[src/sv/hbm_pkg.sv]
// ----------------------------------------------------------------------------
// hbm_pkg: shared types and constants
// widths, reset values, codes and register indexes of the heartbeat monitor
// ----------------------------------------------------------------------------
package hbm_pkg;

  localparam int CHANNELS_DEF = 5;

  localparam int AGE_W  = 15;
  localparam int CHAN_W = 3;
  localparam int MASK_W = 5;

  localparam logic [AGE_W-1:0] AGE_MAX     = 15'd32767;
  localparam logic [AGE_W-1:0] LIMIT_RESET = 15'd1000;
  localparam int               LIMIT_REGS  = 5;

  // request opcodes
  localparam logic OP_TICK   = 1'b0;
  localparam logic OP_UPDATE = 1'b1;

  // event kinds
  localparam logic KIND_OKAY  = 1'b0;
  localparam logic KIND_ERROR = 1'b1;

  // apb
  localparam int PADDR_W = 5;
  localparam int PDATA_W = 32;
  localparam int REG_W   = 3;

  localparam logic [REG_W-1:0] REG_LIMIT_SPEED    = 3'd0;
  localparam logic [REG_W-1:0] REG_LIMIT_BATTERY  = 3'd1;
  localparam logic [REG_W-1:0] REG_LIMIT_INPUT    = 3'd2;
  localparam logic [REG_W-1:0] REG_LIMIT_SELECTOR = 3'd3;
  localparam logic [REG_W-1:0] REG_LIMIT_GEAR     = 3'd4;

  // what one lane found on a tick
  typedef struct packed {
    logic valid;
    logic kind;
  } hbm_ev_t;

endpackage

[src/sv/hbm_if.sv]
// ----------------------------------------------------------------------------
// hbm interfaces: request and event channels
// valid/ready channels carrying the request and event payloads
// ----------------------------------------------------------------------------
interface hbm_req_if;
  logic                      valid;
  logic                      ready;
  logic                      opcode;
  logic [hbm_pkg::CHAN_W-1:0] channel_index;
  logic [hbm_pkg::MASK_W-1:0] available_mask;

  modport source (output valid, opcode, channel_index, available_mask, input ready);
  modport sink   (input valid, opcode, channel_index, available_mask, output ready);
endinterface

interface hbm_evt_if;
  logic                      valid;
  logic                      ready;
  logic [hbm_pkg::CHAN_W-1:0] event_channel;
  logic                      event_kind;
  logic                      last_event;

  modport source (output valid, event_channel, event_kind, last_event, input ready);
  modport sink   (input valid, event_channel, event_kind, last_event, output ready);
endinterface

[src/sv/hbm_lane.sv]
// ----------------------------------------------------------------------------
// hbm_lane: one channel's age counter and health flag
// advances and checks the age on a tick, clears it on an update
// ----------------------------------------------------------------------------
module hbm_lane (
  input  logic                       clk,
  input  logic                       rst,
  input  logic                       tick,
  input  logic                       upd,
  input  logic                       avail,
  input  logic [hbm_pkg::AGE_W-1:0]  limit,
  output hbm_pkg::hbm_ev_t           ev
);
  import hbm_pkg::*;

  logic [AGE_W-1:0] age;
  logic             healthy;
  logic [AGE_W-1:0] age_inc;
  logic             over;

  // saturating advance, then compare against the limit
  assign age_inc = (age == AGE_MAX) ? age : age + 1'b1;
  assign over    = age_inc > limit;

  always_comb begin
    ev.valid = 1'b0;
    ev.kind  = KIND_OKAY;
    if (over && !avail) begin
      ev.valid = 1'b1;
      ev.kind  = KIND_ERROR;
    end else if (!over && !healthy) begin
      ev.valid = 1'b1;
      ev.kind  = KIND_OKAY;
    end
  end

  always_ff @(posedge clk) begin
    if (rst) begin
      age     <= '0;
      healthy <= 1'b0;
    end else if (tick) begin
      age <= (over && avail) ? '0 : age_inc;
      if (over && !avail) begin
        healthy <= 1'b0;
      end else if (!over) begin
        healthy <= 1'b1;
      end
    end else if (upd) begin
      age <= '0;
    end
  end

endmodule

[src/sv/hbm_merge.sv]
// ----------------------------------------------------------------------------
// hbm_merge: event serializer
// queues per-tick lane findings and sends them lowest channel first
// ----------------------------------------------------------------------------
module hbm_merge #(
  parameter int CHANNELS = hbm_pkg::CHANNELS_DEF
) (
  input  logic                        clk,
  input  logic                        rst,
  input  logic                        push,
  input  hbm_pkg::hbm_ev_t            ev [CHANNELS],
  output logic                        room,
  hbm_evt_if.source                   evt
);
  import hbm_pkg::*;

  logic                cur_valid;
  logic [CHANNELS-1:0] cur_mask;
  logic [CHANNELS-1:0] cur_kind;
  logic                pend_valid;
  logic [CHANNELS-1:0] pend_mask;
  logic [CHANNELS-1:0] pend_kind;

  logic [CHANNELS-1:0] push_mask;
  logic [CHANNELS-1:0] push_kind;
  logic [CHANNELS-1:0] sel;
  logic [CHANNELS-1:0] rest;
  logic [CHAN_W-1:0]   sel_ch;
  logic                sel_kind;
  logic                found;
  logic                load;
  logic                emit;
  logic                cur_free;

  always_comb begin
    for (int i = 0; i < CHANNELS; i++) begin
      push_mask[i] = ev[i].valid;
      push_kind[i] = ev[i].kind;
    end
  end

  // lowest pending channel of the current tick
  always_comb begin
    found    = 1'b0;
    sel      = '0;
    sel_ch   = '0;
    sel_kind = KIND_OKAY;
    for (int i = 0; i < CHANNELS; i++) begin
      if (cur_mask[i] && !found) begin
        found    = 1'b1;
        sel[i]   = 1'b1;
        sel_ch   = CHAN_W'(i);
        sel_kind = cur_kind[i];
      end
    end
  end

  assign rest     = cur_mask & ~sel;
  assign load     = !evt.valid || evt.ready;
  assign emit     = load && cur_valid;
  assign cur_free = !cur_valid || (emit && (rest == '0));
  assign room     = !pend_valid;

  always_ff @(posedge clk) begin
    if (rst) begin
      cur_valid  <= 1'b0;
      pend_valid <= 1'b0;
    end else if (cur_free) begin
      if (pend_valid) begin
        cur_valid  <= 1'b1;
        cur_mask   <= pend_mask;
        cur_kind   <= pend_kind;
        pend_valid <= 1'b0;
      end else if (push) begin
        cur_valid <= 1'b1;
        cur_mask  <= push_mask;
        cur_kind  <= push_kind;
      end else begin
        cur_valid <= 1'b0;
      end
    end else begin
      if (emit) begin
        cur_mask <= rest;
      end
      if (push) begin
        pend_valid <= 1'b1;
        pend_mask  <= push_mask;
        pend_kind  <= push_kind;
      end
    end
  end

  always_ff @(posedge clk) begin
    if (rst) begin
      evt.valid <= 1'b0;
    end else if (emit) begin
      evt.valid <= 1'b1;
    end else if (evt.ready) begin
      evt.valid <= 1'b0;
    end
  end

  always_ff @(posedge clk) begin
    if (emit) begin
      evt.event_channel <= sel_ch;
      evt.event_kind    <= sel_kind;
      evt.last_event    <= (rest == '0);
    end
  end

endmodule

[src/sv/multi_channel_heartbeat_monitor.sv]
// ----------------------------------------------------------------------------
// multi_channel_heartbeat_monitor: heartbeat watchdog over several channels
// per-channel age lanes, staleness limits over apb, serialized events
//
// usage:
//  - req channel: opcode update clears the age of channel_index (no event);
//    opcode tick ages every channel by one ms (saturating at 32767) and
//    checks them, available_mask giving which sources are reachable
//  - evt channel: one event per channel that recovers (okay) or is stale
//    and unreachable (error, repeated every tick), lowest channel first,
//    last_event marking the final event of a tick
//  - apb: five 15-bit staleness limits at byte addresses 0,4,..,16
//  - events: first event of a tick goes through the current-tick and output
//    registers, then one event per cycle while the receiver takes them
//  - throughput: a request can be accepted every cycle while req.ready is
//    high; the events of a tick leave one at a time through the single
//    output port of the event serializer, which sets the sustained rate
//  - receiver stall: events wait in the output register; one further
//    tick's findings queue behind the current one, then req.ready drops
//  - reset: ages zero, every channel down, limits 1000, queues empty
// ----------------------------------------------------------------------------
module multi_channel_heartbeat_monitor #(
  parameter int CHANNELS = hbm_pkg::CHANNELS_DEF
) (
  input  logic                          clk,
  input  logic                          rst,
  hbm_req_if.sink                       req,
  hbm_evt_if.source                     evt,
  input  logic                          psel,
  input  logic                          penable,
  input  logic                          pwrite,
  input  logic [hbm_pkg::PADDR_W-1:0]   paddr,
  input  logic [hbm_pkg::PDATA_W-1:0]   pwdata,
  output logic [hbm_pkg::PDATA_W-1:0]   prdata,
  output logic                          pready
);
  import hbm_pkg::*;

  logic [AGE_W-1:0] limit [LIMIT_REGS];
  logic [REG_W-1:0] reg_idx;
  logic             cfg_wr;
  logic             accept;
  logic             tick;
  logic             room;
  hbm_ev_t          ev [CHANNELS];
  logic             any_ev;

  // ---------------- configuration port ----------------
  assign pready  = 1'b1;
  assign reg_idx = paddr[PADDR_W-1:2];
  assign cfg_wr  = psel && penable && pwrite && pready;

  always_ff @(posedge clk) begin
    if (rst) begin
      for (int i = 0; i < LIMIT_REGS; i++) begin
        limit[i] <= LIMIT_RESET;
      end
    end else if (cfg_wr) begin
      unique case (reg_idx)
        REG_LIMIT_SPEED:    limit[0] <= pwdata[AGE_W-1:0];
        REG_LIMIT_BATTERY:  limit[1] <= pwdata[AGE_W-1:0];
        REG_LIMIT_INPUT:    limit[2] <= pwdata[AGE_W-1:0];
        REG_LIMIT_SELECTOR: limit[3] <= pwdata[AGE_W-1:0];
        REG_LIMIT_GEAR:     limit[4] <= pwdata[AGE_W-1:0];
        default: ;  // unknown register, write dropped
      endcase
    end
  end

  always_comb begin
    unique case (reg_idx)
      REG_LIMIT_SPEED:    prdata = PDATA_W'(limit[0]);
      REG_LIMIT_BATTERY:  prdata = PDATA_W'(limit[1]);
      REG_LIMIT_INPUT:    prdata = PDATA_W'(limit[2]);
      REG_LIMIT_SELECTOR: prdata = PDATA_W'(limit[3]);
      REG_LIMIT_GEAR:     prdata = PDATA_W'(limit[4]);
      default:            prdata = '0;
    endcase
  end

  // ---------------- request side ----------------
  // requests are held off only while a whole tick's findings already wait
  assign req.ready = room;
  assign accept    = req.valid && req.ready;
  assign tick      = accept && (req.opcode == OP_TICK);

  // ---------------- lanes, one per channel ----------------
  for (genvar g = 0; g < CHANNELS; g++) begin : g_lane
    logic             upd;
    logic             avail;
    logic [AGE_W-1:0] lane_limit;

    assign upd = accept && (req.opcode == OP_UPDATE) &&
                 (32'(req.channel_index) == 32'(g));

    // channels without a limit register keep the reset limit and count
    // as unreachable
    if (g < LIMIT_REGS) begin : g_cfg
      assign avail      = req.available_mask[g];
      assign lane_limit = limit[g];
    end else begin : g_fixed
      assign avail      = 1'b0;
      assign lane_limit = LIMIT_RESET;
    end

    hbm_lane u_lane (
      .clk   (clk),
      .rst   (rst),
      .tick  (tick),
      .upd   (upd),
      .avail (avail),
      .limit (lane_limit),
      .ev    (ev[g])
    );
  end

  // a tick with no findings is not queued
  always_comb begin
    any_ev = 1'b0;
    for (int i = 0; i < CHANNELS; i++) begin
      any_ev = any_ev | ev[i].valid;
    end
  end

  // ---------------- merge and serialize ----------------
  hbm_merge #(
    .CHANNELS (CHANNELS)
  ) u_merge (
    .clk  (clk),
    .rst  (rst),
    .push (tick && any_ev),
    .ev   (ev),
    .room (room),
    .evt  (evt)
  );

endmodule
[src/flat_wrapper.sv]
// flat-port wrapper written by rule: the top's interface ports become plain ports
module multi_channel_heartbeat_monitor_flat import hbm_pkg::*;
#(
  parameter int CHANNELS = hbm_pkg::CHANNELS_DEF
)
  (clk, rst, psel, penable, pwrite, paddr, pwdata, prdata, pready, req_valid, req_opcode, req_channel_index, req_available_mask, req_ready, evt_valid, evt_event_channel, evt_event_kind, evt_last_event, evt_ready);
  hbm_req_if req_i ();
  hbm_evt_if evt_i ();
  input  logic clk;
  input  logic rst;
  input  logic psel;
  input  logic penable;
  input  logic pwrite;
  input  logic [hbm_pkg::PADDR_W-1:0] paddr;
  input  logic [hbm_pkg::PDATA_W-1:0] pwdata;
  output logic [hbm_pkg::PDATA_W-1:0] prdata;
  output logic pready;
  input wire logic [$bits(req_i.valid)-1:0] req_valid;
  input wire logic [$bits(req_i.opcode)-1:0] req_opcode;
  input wire logic [$bits(req_i.channel_index)-1:0] req_channel_index;
  input wire logic [$bits(req_i.available_mask)-1:0] req_available_mask;
  output wire logic [$bits(req_i.ready)-1:0] req_ready;
  output wire logic [$bits(evt_i.valid)-1:0] evt_valid;
  output wire logic [$bits(evt_i.event_channel)-1:0] evt_event_channel;
  output wire logic [$bits(evt_i.event_kind)-1:0] evt_event_kind;
  output wire logic [$bits(evt_i.last_event)-1:0] evt_last_event;
  input wire logic [$bits(evt_i.ready)-1:0] evt_ready;
  assign req_i.valid = req_valid;
  assign req_i.opcode = req_opcode;
  assign req_i.channel_index = req_channel_index;
  assign req_i.available_mask = req_available_mask;
  assign req_ready = req_i.ready;
  assign evt_valid = evt_i.valid;
  assign evt_event_channel = evt_i.event_channel;
  assign evt_event_kind = evt_i.event_kind;
  assign evt_last_event = evt_i.last_event;
  assign evt_i.ready = evt_ready;
  multi_channel_heartbeat_monitor #(.CHANNELS(CHANNELS)) u_core (.clk(clk), .rst(rst), .req(req_i), .evt(evt_i), .psel(psel), .penable(penable), .pwrite(pwrite), .paddr(paddr), .pwdata(pwdata), .prdata(prdata), .pready(pready));
endmodule
[config.mk]
export PLATFORM = sky130hd
export DESIGN_NAME = multi_channel_heartbeat_monitor_flat
export DESIGN_NICKNAME = d
export VERILOG_FILES = /design/src/sv/hbm_pkg.sv /design/src/sv/hbm_if.sv /design/src/sv/hbm_lane.sv /design/src/sv/hbm_merge.sv /design/src/sv/multi_channel_heartbeat_monitor.sv /design/src/flat_wrapper.sv
export SDC_FILE = /design/constraint.sdc
export NUM_CORES = 1
export LEC_CHECK = 0
export BUFFER_PORTS_ARGS = -buffer_cell sky130_fd_sc_hd__buf_2
export CAP_MARGIN = 25
export CORE_ASPECT_RATIO = 1.5
export CORE_UTILIZATION = 55
export DETAILED_ROUTE_END_ITERATION = 12
export PLACE_DENSITY = 0.84
export SYNTH_ARGS = -nofsm -noshare
export SYNTH_HDL_FRONTEND = slang
export SYNTH_SLANG_ARGS = --single-unit
[constraint.sdc]
create_clock -name clk -period 9.1 [get_ports clk]
set_clock_uncertainty 0.15 [all_clocks]
set_input_delay 1.365 -clock clk [delete_from_list [all_inputs] [get_ports clk]]
set_output_delay 1.365 -clock clk [all_outputs]
set_load 0.01 [all_outputs]
== After elaboration in Yosys (flattened, before gate mapping) ==
Memories as Yosys holds them, arrays and structs flattened.
Index checks and enable logic that the tools add are counted.
Word-level totals
  bits in registers: 108
  bits in writable memories: 75
  logic and storage cells: 234
  memories: 1
Cells by class
  add/sub/neg operators: 5
  order comparisons: 5
  equality and inequality tests: 19
  muxes and demuxes: 94
  bitwise operators: 14
  reduce and logical (&&, ||, !) cells: 76
Memories
  u_core.limit: words 5, width 15, rd ports 5, clocked after memory_dff 0, wr ports 5, line multi_channel_heartbeat_monitor.sv:39  | logic [AGE_W-1:0] limit [LIMIT_REGS];
Operator list (number)
  $mux W15: 25
  $add A15 B1 Y15 const B: 5
  $eq A15 B15 Y1 const B: 5
  $gt A15 B15 Y1: 5
  $pmux W15 S5: 1
  $mux W1: 50
  $logic_and A1 B1 Y1: 32
  $mux W5: 6
  $logic_not A1 Y1: 22
  $mux W2: 10
  $reduce_bool A2 Y1: 8
  $eq A3 B2 Y1 const B: 4
  $ne A2 B1 Y1 const B: 5
  $reduce_and A2 Y1: 5
  $or A1 B1 Y1: 9
  $reduce_and A3 Y1: 3
  $eq A3 B1 Y1 const B: 2
  $eq A3 B3 Y1 const B: 2
  $logic_not A3 Y1: 2
  $mux W3: 2
  $and A5 B5 Y5: 1
  $logic_not A5 Y1: 1
  $not A5 Y5: 1
  $ne A3 B3 Y1 const B: 1
  other kinds (3): 6

== Depth between registers and ports, before layout ==
Gate-level depths: netlist of run 1.
  word-level depth: 20
  depth in mapped cells: 18

== By module ==
Synthesis of run 1 repeated with hierarchy kept, for this count alone.
Second synthesis, totals
  cells, all modules: 1193
  area, all modules: 11469.8 um2
Modules (own cells, without submodules)
  multi_channel_heartbeat_monitor: instances 1, cells an instance 208, area an instance 3231.8 um2
  hbm_lane (u_core.g_lane[3].u_lane ...): instances 2, cells an instance 179, area an instance 1411.4 um2
  hbm_lane (u_core.g_lane[0].u_lane ...): instances 2, cells an instance 180, area an instance 1390.1 um2
  hbm_lane (u_core.g_lane[1].u_lane): instances 1, cells an instance 180, area an instance 1407.6 um2
  hbm_merge: instances 1, cells an instance 87, area an instance 1227.4 um2

== Worst setup path before layout of run 1 ==
Ideal clock, no wire load.
  path type: reg-to-reg
  start: register u_core.g_lane[2].u_lane.age[3]
  end: register u_core.u_merge.pend_kind[0] (enable)
  arrival: 3892 ps
  setup slack: 4678 ps
  cell stages (with the launch flop): 17
  buffers on the path: 2
  clock period less this slack: 4422 ps
  cell sequence: dfxtp_1 -> buf_2 -> and4_1 -> nand4_1 -> nor4_2 -> nor2b_1 -> buf_2 -> and4_1 -> xnor2_1 -> ha_1 -> nand4_1 -> nor3_1 -> o31ai_1 -> a22oi_1 -> mux2i_1 -> nor4_4 -> a21oi_1
RTL lines
  start: declaration: line hbm_lane.sv:16  | logic [AGE_W-1:0] age;
  start signal: assignment: line hbm_lane.sv:42  | age <= (over && avail) ? '0 : age_inc;
  end signal: assignment: line hbm_merge.sv:88  | pend_kind <= push_kind;
  end: declaration: line hbm_merge.sv:22  | logic [CHANNELS-1:0] pend_kind;

==> results of run 1 <==
power breakdown:
group / internal, mW / switching (mW)
Combinational: 0.0655 / 0.125
Clock: 0.381 / 0.337
Sequential: 0.903 / 0.0218
stage by stage:
stage          setup slack [ns]  hold slack (ns)  util (%)
2_1_floorplan             4.678           0.2888         -
3_3_place_gp              3.840           0.3071     58.08
3_5_place_dp              3.692           0.3119     58.08
4_1_cts                   3.686           0.3211     60.89
5_1_grt                   3.434           0.3508     61.05
6_report                  3.760           0.3210     61.05
routing by layer:
layer	part of all wire, %	routed length, µm
met5	0	0
met4	3.3	884
met3	6.5	1735
met2	51	13590
met1	40	10670
flip-flops by register name, indices dropped and copies added (netlist names):
| register | count |
|---|---|
| u_core.g_lane.u_lane.age | 75 |
| u_core.g_lane.u_lane.healthy | 5 |
| u_core.limit | 75 |
| u_core.u_merge.cur_kind | 5 |
| u_core.u_merge.cur_mask | 5 |
| u_core.u_merge.cur_valid | 1 |
| u_core.u_merge.evt.event_channel | 3 |
| u_core.u_merge.evt.event_kind | 1 |
| u_core.u_merge.evt.last_event | 1 |
| u_core.u_merge.evt.valid | 1 |
| u_core.u_merge.pend_kind | 5 |
| u_core.u_merge.pend_mask | 5 |
| u_core.u_merge.pend_valid | 1 |
worst max-delay path: stages (launching register included):
cell and delay [ns]:
dfxtp_1 0.47, and4_1 0.31, nand4_1 0.19, nor4_2 0.51
nor2b_1 0.27, and4_1 0.30, xnor2_1 0.17, ha_1 0.30
nand4_1 0.11, nor3_1 0.26, o31ai_1 0.11, a22oi_1 0.43
mux2i_1 0.54, nor4_4 0.14, o21ai_0 0.71
final timing paths:
kind,start,to,slack [ns],cells past startpoint
worst min register to register,u_core.g_lane[3].u_lane.age[10],u_core.g_lane[3].u_lane.age[10],0.32,1
worst max register to register,u_core.g_lane[2].u_lane.age[3],u_core.u_merge.cur_kind[0],3.76,14
worst min-delay path,u_core.g_lane[3].u_lane.age[10],u_core.g_lane[3].u_lane.age[10],0.32,1
worst max-delay path,u_core.g_lane[2].u_lane.age[3],u_core.u_merge.cur_kind[0],3.76,14
cell usage after synthesis (3+ instances only):
library cell / count / share of area, %
edfxtp_1: 100 / 27
inv_1: 97 / 3.3
nand2_1: 87 / 3.0
nor2_1: 85 / 2.9
dfxtp_1: 83 / 15
ha_1: 80 / 9.1
a21oi_1: 74 / 3.4
o21ai_0: 70 / 3.2
nand3_1: 42 / 1.9
mux2i_1: 37 / 3.4
clkbuf_1: 33 / 1.1
xnor2_1: 32 / 2.5
a22oi_1: 27 / 1.8
nand4_1: 27 / 1.5
a31oi_1: 23 / 1.3
xor2_1: 22 / 1.8
nand2b_1: 20 / 1.1
and3_1: 19 / 1.1
buf_4: 18 / 1.2
and2_1: 17 / 0.97
o22ai_1: 16 / 0.91
nor3_1: 14 / 0.64
and4_1: 11 / 0.88
a21o_1: 10 / 0.68
o21a_1: 9 / 0.61
o31ai_1: 9 / 0.61
a211oi_1: 8 / 0.55
buf_2: 8 / 0.36
nand3b_1: 8 / 0.55
a22o_1: 7 / 0.56
mux2_2: 7 / 0.72
nor2b_1: 7 / 0.40
nor3b_1: 7 / 0.48
nor4_1: 7 / 0.40
o211ai_1: 5 / 0.34
or2_2: 4 / 0.23
a211o_1: 3 / 0.24
buf_1: 3 / 0.10
nor4b_1: 3 / 0.24
o22a_1: 3 / 0.24
layout make-up:
class | instances | area [µm²]
fill | 1631 | 7675
multi-input combinational | 852 | 5748
sequential | 183 | 4664
clock buffer | 19 | 432.9
timing repair buffer | 67 | 375.4
inverter | 97 | 364.1
tap | 260 | 325.3
clock inverter | 12 | 121.4
cell families (layout without fill, tap and decap cells):
kind of cell	Yosys count	in the layout	synth area share (%)
buffers and inverters	159	195	6.127
adders and majority gates	81	81	9.185
xor gates and xnor gates	54	54	4.297
AOI/OAI and AO/OA	281	281	15.74
DFF	183	183	42.38
and+or+nand+nor	373	373	17.92
other	2	18	0.06823
muxes	45	45	4.286
==> impl_metrics.tcl, run 1 <==
set metrics [dict create \
    powerDensity_nw_per_um2 152.4 \
    tightest_slew_ns 0.9882 \
    synth_edf_count 100 \
    dp_hpwl_um 19590 \
    antenna_found_initial 0 \
    cp.arrival_ns 5.26 \
    crit_path_max_fanout 9 \
    first_pass_iters 7 \
    core_um2 19710 \
    start_util_pct 55.85 \
    cts.htree.levels 4 \
    p_leak_nw 5.128 \
    met1_usage_pct 30.27 \
    synth_cells 1178 \
    layout-drive-gt1-share_pct 10.00 \
    syn-cell-area_um2 11010 \
    cts_hold_buffers 0 \
    gr-usage-all-layers_pct 26.31 \
    required_ns 9.02 \
    placedCellCount 1456 \
    cts_resized 0 \
    final_common_cell "edfxtp_1" \
    insertion_delay_ns 0.45 \
    start_kind "flop" \
    io_pins 93 \
    num_rows 63 \
    wire_per_inst_um 18.04 \
    period_needed_ns 5.341 \
    path_clk_slew_ns 0.07 \
    critPathKind "reg2reg" \
    hold_violations 0 \
    grt_max_degree 57 \
    cts_max_path_buffers 2 \
    via_count 9041 \
    yosys_most_used_dff "edfxtp_1" \
    gp_congestion 0.9002 \
    rsz0062_at_grt "no" \
    fin_tns_setup_ns 0 \
    grt.busiest_layer "met2" \
    drtAntennaViolNets 0 \
    io_buffers 55 \
    drv_slew 0 \
    worstSetupEndpointType "flop" \
    grt_use_met2_pct 47.19 \
    maxCapViolations 0 \
    clock.fmax_mhz 187.2 \
    yosysSeqAreaShare_pct 42.38 \
    async_flop_share_pct 0 \
    layoutNonFillerInstCount 1490 \
    peakVddDrop_mv 0.1360 \
    grtUsageMet3_pct 4.708 \
    drt-total-wl_um 26880 \
    grt_pass1_wl_um 42480 \
    synth_cell_types 65 \
    globalRouteOverflowTotal 0 \
    post-route-period-util_pct 58.69 \
    slew_headroom_pct 34.12 \
    nNetsFinal 1351 \
    num_antenna_cells 0 \
    placed_cell_area_um2 11440 \
    dr.first_iter.drc_count 619 \
    die_w_um 117.5 \
    cts_setup_buffers 0 \
    setup-violations-final 0 \
    status "finished, final reports clean" \
    syn_avg_cell_area_um2 9.344 \
    total_power_mw 1.834 \
    yosys_register_bits 183 \
    cts_buffers 17 \
    die_y_um 175.3 \
    fp.dieArea_um2 20590 \
    drc 0 \
    root_buffer "clkbuf_16" \
    fin_area_um2 12030 \
    cts_tree "yes" \
    clock-sinks 183 \
    viasPerCell 6.068 \
    syn_to_final_growth_pct 9.310 \
    first_global_vias 8609 \
    layout_common_cells "edfxtp_1 (100), inv_1 (97), nand2_1 (87), nor2_1 (85), dfxtp_1 (83)" \
    hp-class "reg2reg" \
    yosysWarnings 0 \
]
No activity file was read; power rests on OpenSTA's default activity.
==> run 2, diff against run 1 <==
- ABC_AREA: unset -> 1
- clock period: 9.1 -> 5.5 ns (I/O delays scaled with it)
==> run 2 against run 1 <==
Via count rose by 2.9%. Worst hold slack got worse by 0.0018 ns. Die area fell by 1.4%. Area after synthesis is 1.5% lower. Global-route usage rose by 1.9 points. Design area is 1.1% lower. Worst setup slack got worse by 2.7 ns. Count of clock-buffer cells in the layout fell by 2. Clock power rose by 69%. Register-to-register slack got worse by 2.7 ns. First-iteration DRC count is 47% higher. Highest routed layer unchanged.
==> impl_metrics.tcl, run 2 <==
set metrics [dict create \
    drv_slew 0 \
    core_um2 19240 \
    placedCellCount 1652 \
    layout_common_cells "nand2_1 (375), inv_1 (201), a21oi_1 (124), edfxtp_1 (100), nor2_1 (91)" \
    synthMostInstantiatedCell "nand2_1" \
    clock.fmax_mhz 225.1 \
    hp-class "reg2reg" \
    tightest_slew_ns 0.9984 \
    via_count 9304 \
    hold_violations 0 \
    yosys_most_used_dff "edfxtp_1" \
    worstSetupEndpointType "flop" \
    grt_max_degree 79 \
    yosysSeqAreaShare_pct 43.01 \
    viasPerCell 5.525 \
    synth_area_leader_cell "edfxtp_1" \
    globalRouteOverflowTotal 0 \
    min_path_cells 2 \
    cts_buffers 17 \
    r2r-end "u_core.u_merge.pend_kind[0]" \
    drtAntennaViolNets 0 \
    crit_path_max_fanout 10 \
    top_regs "u_core.g_lane.u_lane.age: 75 flops, u_core.limit: 75 flops" \
    timing.hold.ws_ns 0.3192 \
    rsz0062_at_grt "no" \
    powerDensity_nw_per_um2 252.8 \
    cts_resized 0 \
    num_antenna_cells 0 \
    syn-cell-area_um2 10850 \
    first_global_vias 9149 \
    first_pass_iters 6 \
    min_from "u_core.g_lane[1].u_lane.healthy" \
    start_kind "flop" \
    cts_tree "yes" \
    r2r_setup_slack_ns 1.06 \
    post-route-period-util_pct 80.76 \
    cts_setup_buffers 0 \
    nNetsFinal 1548 \
    synthTopCellsByCount "nand2_1 (375), inv_1 (201), a21oi_1 (124), edfxtp_1 (100), nor2_1 (91)" \
    die_y_um 174.0 \
    rr_worst_depth 22 \
    antenna_found_initial 0 \
    async_flop_share_pct 0 \
    cts_hold_buffers 0 \
    cts.htree.levels 4 \
    cts_max_path_buffers 2 \
    insertion_delay_ns 0.45 \
    synth_cells 1362 \
    syn_to_final_growth_pct 9.749 \
    yosys.area.top_type_share_pct 27.69 \
    status "finished, final reports clean" \
    period_needed_ns 4.442 \
    hold_end "u_core.g_lane[1].u_lane.healthy" \
    num_rows 62 \
    syn_avg_cell_area_um2 7.963 \
    fp.dieArea_um2 20300 \
    p_leak_nw 5.363 \
    wire_per_inst_um 16.06 \
    start_util_pct 56.37 \
    gr-usage-all-layers_pct 28.17 \
    synth_edf_count 100 \
    io_pins 93 \
    gp_congestion 0.9032 \
    dr.first_iter.drc_count 910 \
    maxCapViolations 0 \
    yosys_register_bits 183 \
    io_buffers 55 \
    setup-violations-final 0 \
    synthTopCellsByArea "edfxtp_1 (28%), dfxtp_1 (15%), nand2_1 (13%), ha_1 (9.2%), inv_1 (7.0%)" \
    layoutNonFillerInstCount 1684 \
    die_w_um 116.7 \
    required_ns 5.43 \
    fin_tns_setup_ns 0 \
    cp.arrival_ns 4.37 \
    path_clk_slew_ns 0.07 \
    drt-total-wl_um 27040 \
    layout-drive-gt1-share_pct 9.944 \
    clock-sinks 183 \
    final_common_cell "nand2_1" \
    yosysWarnings 0 \
    reg2reg_from "u_core.g_lane[3].u_lane.age[0]" \
    dp_hpwl_um 20340 \
    synth_cell_types 48 \
    drc 0 \
    slew_headroom_pct 33.23 \
    root_buffer "clkbuf_16" \
    peakVddDrop_mv 0.2417 \
    critPathKind "reg2reg" \
    grt_pass1_wl_um 43420 \
]
run 2: final cells by class:
class / count / area (µm²)
flip-flops and latches: 183 / 4664
fillers: 1636 / 7336
clock inverters: 15 / 148.9
clock buffers: 17 / 425.4
inverters: 205 / 769.5
multi-input cells: 943 / 5224
repair buffers: 65 / 350.3
well taps: 256 / 320.3
run 2: layer usage:
layer | vias up | routed length (µm) | track usage (%)
met3 | 105 | 1678 | 5.230
met1 | 4290 | 9702 | 29.97
met2 | 368 | 14100 | 50.37
met4 | 0 | 1556 | 16.98
met5 | - | 0 | 0
li1 | 4541 | - | -
run 2: through the flow:
step,cell area [µm²],setup WS [ns],utilization [%],power (mW)
2_1_floorplan,10910,1.978,-,1.730
3_3_place_gp,11330,1.310,58.88,1.812
3_5_place_dp,11330,1.221,58.88,1.828
4_1_cts,11900,1.086,61.87,3.009
5_1_grt,11900,0.5931,61.87,3.111
6_report,11900,1.058,61.87,3.010
run 2: how the worst max path moves through the flow:
stage	start	end	slack [ns]	depth (start not counted)
after global placement	u_core.g_lane[3].u_lane.age[0]	u_core.u_merge.pend_kind[1]	1.31	22
after floorplan	u_core.g_lane[1].u_lane.age[0]	u_core.u_merge.pend_kind[0]	1.98	21
after detailed placement	u_core.g_lane[3].u_lane.age[0]	u_core.u_merge.pend_kind[0]	1.22	22
after CTS	u_core.g_lane[3].u_lane.age[0]	u_core.u_merge.pend_kind[0]	1.09	22
after global routing	u_core.g_lane[3].u_lane.age[0]	u_core.u_merge.pend_kind[3]	0.59	24
final	u_core.g_lane[3].u_lane.age[0]	u_core.u_merge.pend_kind[0]	1.06	22
run 2: cell families (layout without fill, tap and decap cells):
family	count (synthesis)	count (layout)	synth area share (%)
flip-flops	183	183	43.01
adder cells (fa/ha/maj)	80	80	9.229
other	2	18	0.06925
AND/OR/NAND/NOR	584	584	23.21
buffers and inverters	252	302	9.437
AO/OA/AOI/OAI	213	213	11.03
XOR/XNOR	48	48	4.015
run 2: critical path, stage by stage, from the launching register on:
cell and delay, ns:
dfxtp_1 0.41, ha_1 0.21, nand3_1 0.09, inv_1 0.09
nand4_1 0.15, nor2_1 0.19, nand3_1 0.11, nor2_1 0.16
inv_1 0.09, nand2_1 0.10, nor2_1 0.06, xor2_1 0.29
ha_1 0.32, a21oi_1 0.18, o21a_1 0.16, nand2_1 0.05
nand2_1 0.07, nand2_1 0.08, nand3_1 0.11, nand2_1 0.15
nand4_1 0.12, nand2_1 0.09, nor2_1 0.64
run 2: report_power, final:
group	switching [mW]	total, mW	internal [mW]
Clock	0.598	1.21	0.607
Combinational	0.200	0.285	0.0856
Sequential	0.0268	1.52	1.49
==> run 3, diff against run 2 <==
- clock period: 5.5 -> 4.6 ns (I/O delays scaled with it)
==> run 3 against run 2 <==
Die area stayed put. Non-clock buffer count is 1 higher. First-iteration DRC count is 17% lower. Sequential power is 20% higher. Worst hold slack worse by 0.0013 ns. Count of clock-buffer cells in the layout stayed put. Critical path depth is 4 higher. Combinational power is 18% higher. Register-to-register slack worse by 0.64 ns. Total power is 24% higher. Core utilization is 0.35 points higher. Sequential share of layout area is 0.22 points lower. Largest cell class unchanged. Highest routed layer unchanged.
==> impl_metrics.tcl, run 3 (synthesis gave the netlist of run 2 again) <==
set metrics [dict create \
    num_rows 62 \
    gr-usage-all-layers_pct 28.24 \
    min_path_cells 2 \
    critPathKind "reg2reg" \
    setup-violations-final 0 \
    status "finished, final reports clean" \
    grt_max_degree 79 \
    post-route-period-util_pct 90.82 \
    fin_tns_setup_ns 0 \
    final_common_cell "nand2_1" \
    dp_hpwl_um 20130 \
    crit_path_max_fanout 5 \
    core_um2 19240 \
    drt-total-wl_um 26750 \
    worstSetupEndpointType "flop" \
    drtAntennaViolNets 0 \
    start_kind "flop" \
    peakVddDrop_mv 0.2858 \
    p_leak_nw 5.392 \
    cp_top_family "simple AND/OR/NAND/NOR gates" \
    nNetsFinal 1549 \
    postLayoutCoreUtil_pct 62.22 \
    cpMostUsedCell "nand2_1" \
    layout-drive-gt1-share_pct 10.08 \
    fin_area_um2 11970 \
    die_y_um 174.0 \
    fp.dieArea_um2 20300 \
    maxCapViolations 0 \
    first_pass_iters 6 \
    r2r_setup_slack_ns 0.42 \
    root_buffer "clkbuf_16" \
    cts_buffers 17 \
    cts.htree.levels 4 \
    top_regs "u_core.g_lane.u_lane.age: 75 flops, u_core.limit: 75 flops" \
    tightest_slew_ns 1.022 \
    cts_max_path_buffers 2 \
    clock.fmax_mhz 239.4 \
    via_count 9333 \
    io_buffers 55 \
    cts_tree "yes" \
    die_w_um 116.7 \
    start_util_pct 56.37 \
    clock-sinks 183 \
    n_fill_cell 1619 \
    wire_per_inst_um 15.87 \
    viasPerCell 5.539 \
    slew_headroom_pct 31.64 \
    critPathMaxStageDelay_ns 0.41 \
    cts_hold_buffers 0 \
    path_buf_inv 2 \
    rr_worst_depth 26 \
    hold_violations 0 \
    dr.first_iter.drc_count 755 \
    path_clk_slew_ns 0.08 \
    powerDensity_nw_per_um2 312.3 \
    critPathSlowestCell "dfxtp_1" \
    cp.arrival_ns 4.15 \
    hp-class "reg2reg" \
    first_global_vias 9145 \
    num_antenna_cells 0 \
    antenna_found_initial 0 \
    io_pins 93 \
    layout_common_cells "nand2_1 (375), inv_1 (201), a21oi_1 (124), edfxtp_1 (100), nor2_1 (90)" \
    drv_slew 0 \
    rsz0062_at_grt "no" \
    required_ns 4.57 \
    grt_pass1_wl_um 43750 \
    cp.depth 26 \
    gp_congestion 0.9101 \
    insertion_delay_ns 0.44 \
    period_needed_ns 4.178 \
    placed_cell_area_um2 11340 \
    syn_to_final_growth_pct 10.37 \
    drc 0 \
    globalRouteOverflowTotal 0 \
]
## run 3: metal layers
layer	vias up	track usage [%]	routed length, µm
li1	4553	-	-
met1	4270	30.27	9515
met2	406	50.30	13860
met3	104	5.300	1753
met4	0	16.88	1624
met5	-	0	0
## run 3: what timing repair did
action                     in CTS  in global routing
resized for setup               0                  1
setup buffers                   0                  0
setup endpoints to repair       0                  5
## run 3: cell type report
cell class,instances,area (µm²),share of cell area [%]
clock inverter,15,206.4,1.725
timing repair buffer,66,357.8,2.989
inverter,205,769.5,6.428
multi-input combinational,943,5226,43.66
clock buffer,17,425.4,3.554
tap,256,320.3,2.676
sequential,183,4664,38.97
## run 3: worst paths after layout
| path | end | startpoint |
|---|---|---|
| setup / recovery | u_core.u_merge.cur_kind[3] | u_core.g_lane[3].u_lane.age[0] |
| hold / removal | u_core.g_lane[4].u_lane.healthy | u_core.g_lane[4].u_lane.healthy |
| setup reg to reg | u_core.u_merge.cur_kind[3] | u_core.g_lane[3].u_lane.age[0] |
| hold reg to reg | u_core.g_lane[4].u_lane.healthy | u_core.g_lane[4].u_lane.healthy |
## run 3: tightest hold or removal path, cell delays in order (launching register included)
cell	delay (ns)
dfxtp_1	0.32
nand2_1	0.06
a21oi_1	0.05
## run 3: metrics by stage
step                      worst slack [ns]  power [mW]  hold WS (ns)  cells
after floorplan                      1.078       2.068        0.2892   1378
after global placement              0.6084       2.167        0.2961   1653
after detailed placement            0.4966       2.182        0.3060   1653
after CTS                           0.3852       3.737        0.3163   1685
after global routing               0.04786       3.850        0.3376   1685
final                               0.4225       3.738        0.3179   1685
## run 3: report_power, final
group	internal (mW)	total (mW)	switching, mW
Sequential	1.78	1.82	0.0324
Clock	0.884	1.58	0.701
Combinational	0.102	0.337	0.234
Total	2.77	3.74	0.967
